File: src/hw/rtl/npw_pkg.sv
// npw_pkg: shared widths, codes, state type and structs for the nearest path point block
// no dependencies; imported by every module in hw/rtl
package npw_pkg;

  localparam int PATH_DEPTH = 4096;
  localparam int MAX_WINDOW = 32;

  localparam int K_W        = 17;
  localparam int OFF_W      = 6;
  localparam int COORD_W    = 24;
  localparam int SPEED_W    = 16;
  localparam int IDX_W      = 12;
  localparam int STEP_W     = 5;
  localparam int SQ_W       = 49;
  localparam int DIST_W     = 50;
  localparam int COURSE_W   = 13;
  localparam int WIN_W      = 6;
  localparam int CFG_IDX_W  = 2;
  localparam int CFG_DATA_W = 13;
  localparam int IN_DATA_W  = 136;
  localparam int OUT_DATA_W = 88;

  localparam logic [CFG_IDX_W-1:0] CFG_COURSE_LEN = 2'd0;
  localparam logic [CFG_IDX_W-1:0] CFG_WINDOW_LEN = 2'd1;

  localparam logic FUNC_WRITE = 1'b0;
  localparam logic FUNC_QUERY = 1'b1;

  localparam logic [COURSE_W-1:0] COURSE_LEN_RST = 13'd1;
  localparam logic [WIN_W-1:0]    WINDOW_LEN_RST = 6'd30;

  typedef enum logic [1:0] {
    ST_IDLE,
    ST_SEARCH,
    ST_LOAD,
    ST_EMIT
  } npw_state_t;

  typedef struct packed {
    logic [SPEED_W-1:0] speed;
    logic [COORD_W-1:0] y;
    logic [COORD_W-1:0] x;
  } path_pt_t;

  typedef struct packed {
    logic              vld;
    logic              busy;
    logic [OFF_W-1:0]  off;
    logic [DIST_W-1:0] sqd;
  } dist_res_t;

endpackage

File: src/hw/rtl/npw_dist.sv
// npw_dist: three stage squared distance pipeline (difference, squares, sum)
// depends on npw_pkg
module npw_dist import npw_pkg::*; (
  input  logic               clk,
  input  logic               rst_n,
  input  logic               in_vld,
  input  logic [OFF_W-1:0]   in_off,
  input  logic [COORD_W-1:0] veh_x,
  input  logic [COORD_W-1:0] veh_y,
  input  logic [COORD_W-1:0] pt_x,
  input  logic [COORD_W-1:0] pt_y,
  output dist_res_t          res
);

  logic                       v1_r, v2_r, v3_r;
  logic [OFF_W-1:0]           o1_r, o2_r, o3_r;
  logic signed [COORD_W:0]    dx_r, dy_r, dx_nxt, dy_nxt;
  logic signed [2*COORD_W+1:0] prod_x, prod_y;
  logic [SQ_W-1:0]            sqx_r, sqy_r;
  logic [DIST_W-1:0]          d_r, d_nxt;

  assign dx_nxt = $signed({veh_x[COORD_W-1], veh_x}) - $signed({pt_x[COORD_W-1], pt_x});
  assign dy_nxt = $signed({veh_y[COORD_W-1], veh_y}) - $signed({pt_y[COORD_W-1], pt_y});
  assign prod_x = dx_r * dx_r;
  assign prod_y = dy_r * dy_r;
  assign d_nxt  = {1'b0, sqx_r} + {1'b0, sqy_r};

  always_ff @(posedge clk) begin
    if (!rst_n) begin
      v1_r <= 1'b0;
      v2_r <= 1'b0;
      v3_r <= 1'b0;
    end else begin
      v1_r <= in_vld;
      v2_r <= v1_r;
      v3_r <= v2_r;
    end
  end

  always_ff @(posedge clk) begin
    o1_r  <= in_off;
    dx_r  <= dx_nxt;
    dy_r  <= dy_nxt;
    o2_r  <= o1_r;
    sqx_r <= prod_x[SQ_W-1:0];
    sqy_r <= prod_y[SQ_W-1:0];
    o3_r  <= o2_r;
    d_r   <= d_nxt;
  end

  assign res.vld  = v3_r;
  assign res.busy = v1_r | v2_r | v3_r;
  assign res.off  = o3_r;
  assign res.sqd  = d_r;

endmodule

File: config.mk
export PLATFORM = sky130hd
export DESIGN_NAME = npw_dist
export DESIGN_NICKNAME = d
export VERILOG_FILES = /design/src/hw/rtl/npw_pkg.sv /design/src/hw/rtl/npw_dist.sv
export SDC_FILE = /design/constraint.sdc
export NUM_CORES = 2
export LEC_CHECK = 0
export BUFFER_PORTS_ARGS = -buffer_cell sky130_fd_sc_hd__buf_2
export CORE_UTILIZATION = 50
export DETAILED_ROUTE_END_ITERATION = 10
export GPL_ROUTABILITY_DRIVEN = 0
export PLACE_DENSITY = 0.69
export SKIP_CTS_REPAIR_TIMING = 1
export SLEW_MARGIN = 25
export SYNTH_ARGS = -nofsm -noshare
export SYNTH_HDL_FRONTEND = slang
export SYNTH_SLANG_ARGS = --single-unit
File: constraint.sdc
create_clock -name clk -period 7.3 [get_ports clk]
set_input_delay 1.095 -clock clk [delete_from_list [all_inputs] [get_ports clk]]
set_output_delay 1.095 -clock clk [all_outputs]
set_load 0.005 [all_outputs]
==> results.txt <==
* Outcome: finished, violations left
- The final reports fail on DRC.
* Library cell occupying the most area in the post-synthesis netlist: sky130_fd_sc_hd__fa_1
- Final count of pins violating max slew: 0
- Measured along the x axis, the die boundary spans 314.9 um.
- In the routed layout, each cell is associated on average with a via count of 5.055.
* Mean routed wirelength per cell: 16.47 um
- Filler cell count: 8596
* Kind of cell with the highest combined delay on the critical path: adder cells
- In this design, the critical path's most frequently occurring cell is sky130_fd_sc_hd__fa_1.
* Final net count: 7038
* Count of nets left with antenna violations after detail routing: 0
* Top cells by count, synth: 1454 x sky130_fd_sc_hd__inv_1, 1198 x sky130_fd_sc_hd__fa_1, 396 x sky130_fd_sc_hd__ha_1, 387 x sky130_fd_sc_hd__nand2_1, 243 x sky130_fd_sc_hd__and2_1
- Share of the synthesized area in the top cell type: 48.99%
- Synthesized area per cell: 9.678 um2
- Most frequently used flop master after synthesis: sky130_fd_sc_hd__dfxtp_1
- TritonCTS Buffers: 26
- Count of antenna diodes in the layout: 0
- Global routing used 41.53% of the available met2 tracks.
* Number of global-route vias before repair: 37578
* Final global-route overflow total: 0
- Shortest clock period the worst path allows after layout: 7.039 ns
- Slew at the pin with the worst max-slew slack: 0.6905 ns
- The critical path contains buffers and inverters numbering 8 combined.
- The cell area that synthesis handed to floorplanning was 48950 um2.
- Top-Level Pins: 163
- Number of max-capacitance violations reported: 0
- Sum of net half-perimeters after detailed placement: 96.06 mm
- In this run the tightest slew margin relative to its limit is 53.37%.
* Wire length of the first global-routing pass: 183.7 mm
- On the final layout, the worst clock skew is 0.03352 ns.
- Iter 0 DRT Violations: 1552
* 1st-pass router iterations: 8
- After layout, the worst setup slack is 0.2606 ns.
- STA classifies the critical path startpoint as a register.
- Proportion of register bits with asynchronous set or reset after synthesis: 0%
- The number of hold violations in the final report came to 0.
- Yosys Warn Count: 0
- Data required time at the worst endpoint: 7.77 ns
* Cell type of the slowest stage on the worst timing path: sky130_fd_sc_hd__fa_1
* Overall Global Routing Usage: 23.49%
* Total core area: 96850 um2
- In this run the worst path has a maximum fanout of 10.
- In this run the tool buffered the top-level ports with 162 buffer cells.
* Post-synth net total: 6757
- Detailed Route WL: 109.3 mm
* Period utilization: 96.43%
* Class of the most critical setup path: reg2reg
- Clock-pin slew was measured on the worst setup and hold paths at 0.06 ns.
- In this run the most used layer during global routing was met2.
* Number of enable-type register cells in the synthesized netlist: 0
* Worst hold path class: reg2reg
- Total Die Area: 99160 um2
- Final total negative setup slack: 0 ns
- Clock Sinks: 217
- The finished cells cover 53840 um2.
* CTS tree: done
- Met1 layer usage reported by global route: 30.00%
- Entering global routing, the biggest net connects 36 pins.
- Kind of capture point of the worst setup path: register
* Site row count: 114
- Peak per-stage delay on the critical path: 0.55 ns
* Skew-Pair Late Insertion Delay: 0.60 ns
- Root Buffer Master: sky130_fd_sc_hd__clkbuf_16
- Die boundary height: 314.9 um
- Layout-stage area growth over the synthesis result: 9.991%
- Number of unique standard cell types used by synthesis: 75
- The most common cell in the synthesized netlist is sky130_fd_sc_hd__inv_1.
- Portion of the post-synthesis area used by sequential elements: 8.874%
- Ranking of synthesized cells by area: sky130_fd_sc_hd__fa_1 49%, sky130_fd_sc_hd__inv_1 11%, sky130_fd_sc_hd__ha_1 10%, sky130_fd_sc_hd__dfxtp_1 8.9%, sky130_fd_sc_hd__and2_1 3.1%
- In the global route stage, met3 resource usage came out at 2.322%.
- H-tree levels: 1
- Counting flops and latches in the post-synthesis netlist gives 217.
- At the placement stage, the worst setup path has a slack of 0.05576 ns.
* Cell area after placement: 52580 um2
- The initial antenna violation count came to 5.
- Via count: 33534
* Unrepaired setup endpoints after global routing: no
- Cells after Synth: 5058
- Final setup violation count: 0
- Data arrival time of the critical path: 7.51 ns
- Timing would allow up to 142.1 MHz.
- Post-route DRC violation count: 24
- Initial Utilization: 50.55%
- In this run the deepest clock path goes through 3 buffers.
- Proportion of layout cells with a drive suffix above 1: 9.239%
[sequential cells by signal, indices dropped and copies added (netlist names)]
signal and flops:
d_r 50, dx_r 25, dy_r 25, o1_r 6
o2_r 6, o3_r 6, sqx_r 48, sqy_r 48
v1_r 1, v2_r 1, v3_r 1
[layout make-up]
class | count | area, um2 | share of cell area, %
multi-input cells | 3260 | 38830 | 72.11
repair buffers | 377 | 2625 | 4.875
well taps | 1276 | 1597 | 2.965
clock inverters | 13 | 205.2 | 0.3811
inverters | 1457 | 5477 | 10.17
clock buffers | 34 | 742.0 | 1.378
flip-flops and latches | 217 | 4373 | 8.121
[per-stage QoR]
stage | hold slack (ns) | utilization, % | std cells
floorplan | 0.3096 | - | 5058
global placement | 0.3100 | 54.29 | 6579
CTS | 0.3279 | 55.27 | 6626
finish | 0.3267 | 55.60 | 6634
global route | 0.3367 | 55.60 | 6634
detailed placement | 0.3136 | 54.29 | 6579
[worst paths after layout]
| check | startpoint | slack [ns] | depth (start not counted) | endpoint |
|---|---|---|---|---|
| max | dy_r[3] | 0.26 | 26 | sqy_r[46] |
| min | o1_r[2] | 0.33 | 0 | o2_r[2] |
| max reg2reg | dy_r[3] | 0.26 | 26 | sqy_r[46] |
| min reg2reg | o1_r[2] | 0.33 | 0 | o2_r[2] |
[worst reg2reg max path: cells and delay by family (launching register included)]
kind                     cells  cell delay (ns)
AO/OA/AOI/OAI                6             1.17
XOR/XNOR                     1             0.12
adder cells (fa/ha/maj)      8             3.83
buffers and inverters        8             1.04
flip-flops                   1             0.31
AND/OR/NAND/NOR              3             0.44
[cells in the final DEF, fill, tap and decap left out, types with 5 or more instances in the layout]
cell type and n:
sky130_fd_sc_hd__a31o_2 5, sky130_fd_sc_hd__a21oi_2 6, sky130_fd_sc_hd__buf_4 194, sky130_fd_sc_hd__and3_1 12, sky130_fd_sc_hd__inv_1 1454, sky130_fd_sc_hd__nand4_1 18, sky130_fd_sc_hd__ha_1 394, sky130_fd_sc_hd__a21o_1 92
sky130_fd_sc_hd__o211ai_1 5, sky130_fd_sc_hd__a211oi_1 12, sky130_fd_sc_hd__a31oi_1 11, sky130_fd_sc_hd__a211o_1 5, sky130_fd_sc_hd__nand2b_1 31, sky130_fd_sc_hd__and4_1 6, sky130_fd_sc_hd__o21a_1 28, sky130_fd_sc_hd__nor3_1 28
sky130_fd_sc_hd__o21ai_0 45, sky130_fd_sc_hd__clkbuf_16 27, sky130_fd_sc_hd__nor2_2 7, sky130_fd_sc_hd__dfxtp_2 17, sky130_fd_sc_hd__o21bai_1 30, sky130_fd_sc_hd__nor3b_1 5, sky130_fd_sc_hd__buf_6 6, sky130_fd_sc_hd__o21ai_1 32
sky130_fd_sc_hd__fa_1 1195, sky130_fd_sc_hd__xnor2_1 153, sky130_fd_sc_hd__buf_12 13, sky130_fd_sc_hd__xor2_1 56, sky130_fd_sc_hd__or3_1 8, sky130_fd_sc_hd__nand2_1 386, sky130_fd_sc_hd__nor2_1 136, sky130_fd_sc_hd__nand3_1 25
sky130_fd_sc_hd__a21oi_1 143, sky130_fd_sc_hd__dfxtp_1 198, sky130_fd_sc_hd__nor2b_1 55, sky130_fd_sc_hd__buf_2 162, sky130_fd_sc_hd__and2_1 241, sky130_fd_sc_hd__bufinv_16 5
[metal layers]
metal	share of wire, %	vias to the layer above
li1	-	15418
met1	41	17166
met2	51	710
met3	4.3	238
met4	3.9	2
met5	0.012	-
[kinds of logic (layout without fill, tap and decap cells)]
logic type	after synthesis	after routing	share of synthesized area, %
xor+xnor	209	209	3.739
fa+ha+maj	1594	1594	59.11
compound gates	470	470	6.226
flops	217	217	8.874
mux	2	2	0.04090
buf+inv	1581	1881	12.13
simple gates	985	985	9.876
Power is left out: the tool's default activity adds up to more than one toggle a clock period on the data nets, which glitch-free logic cannot reach.
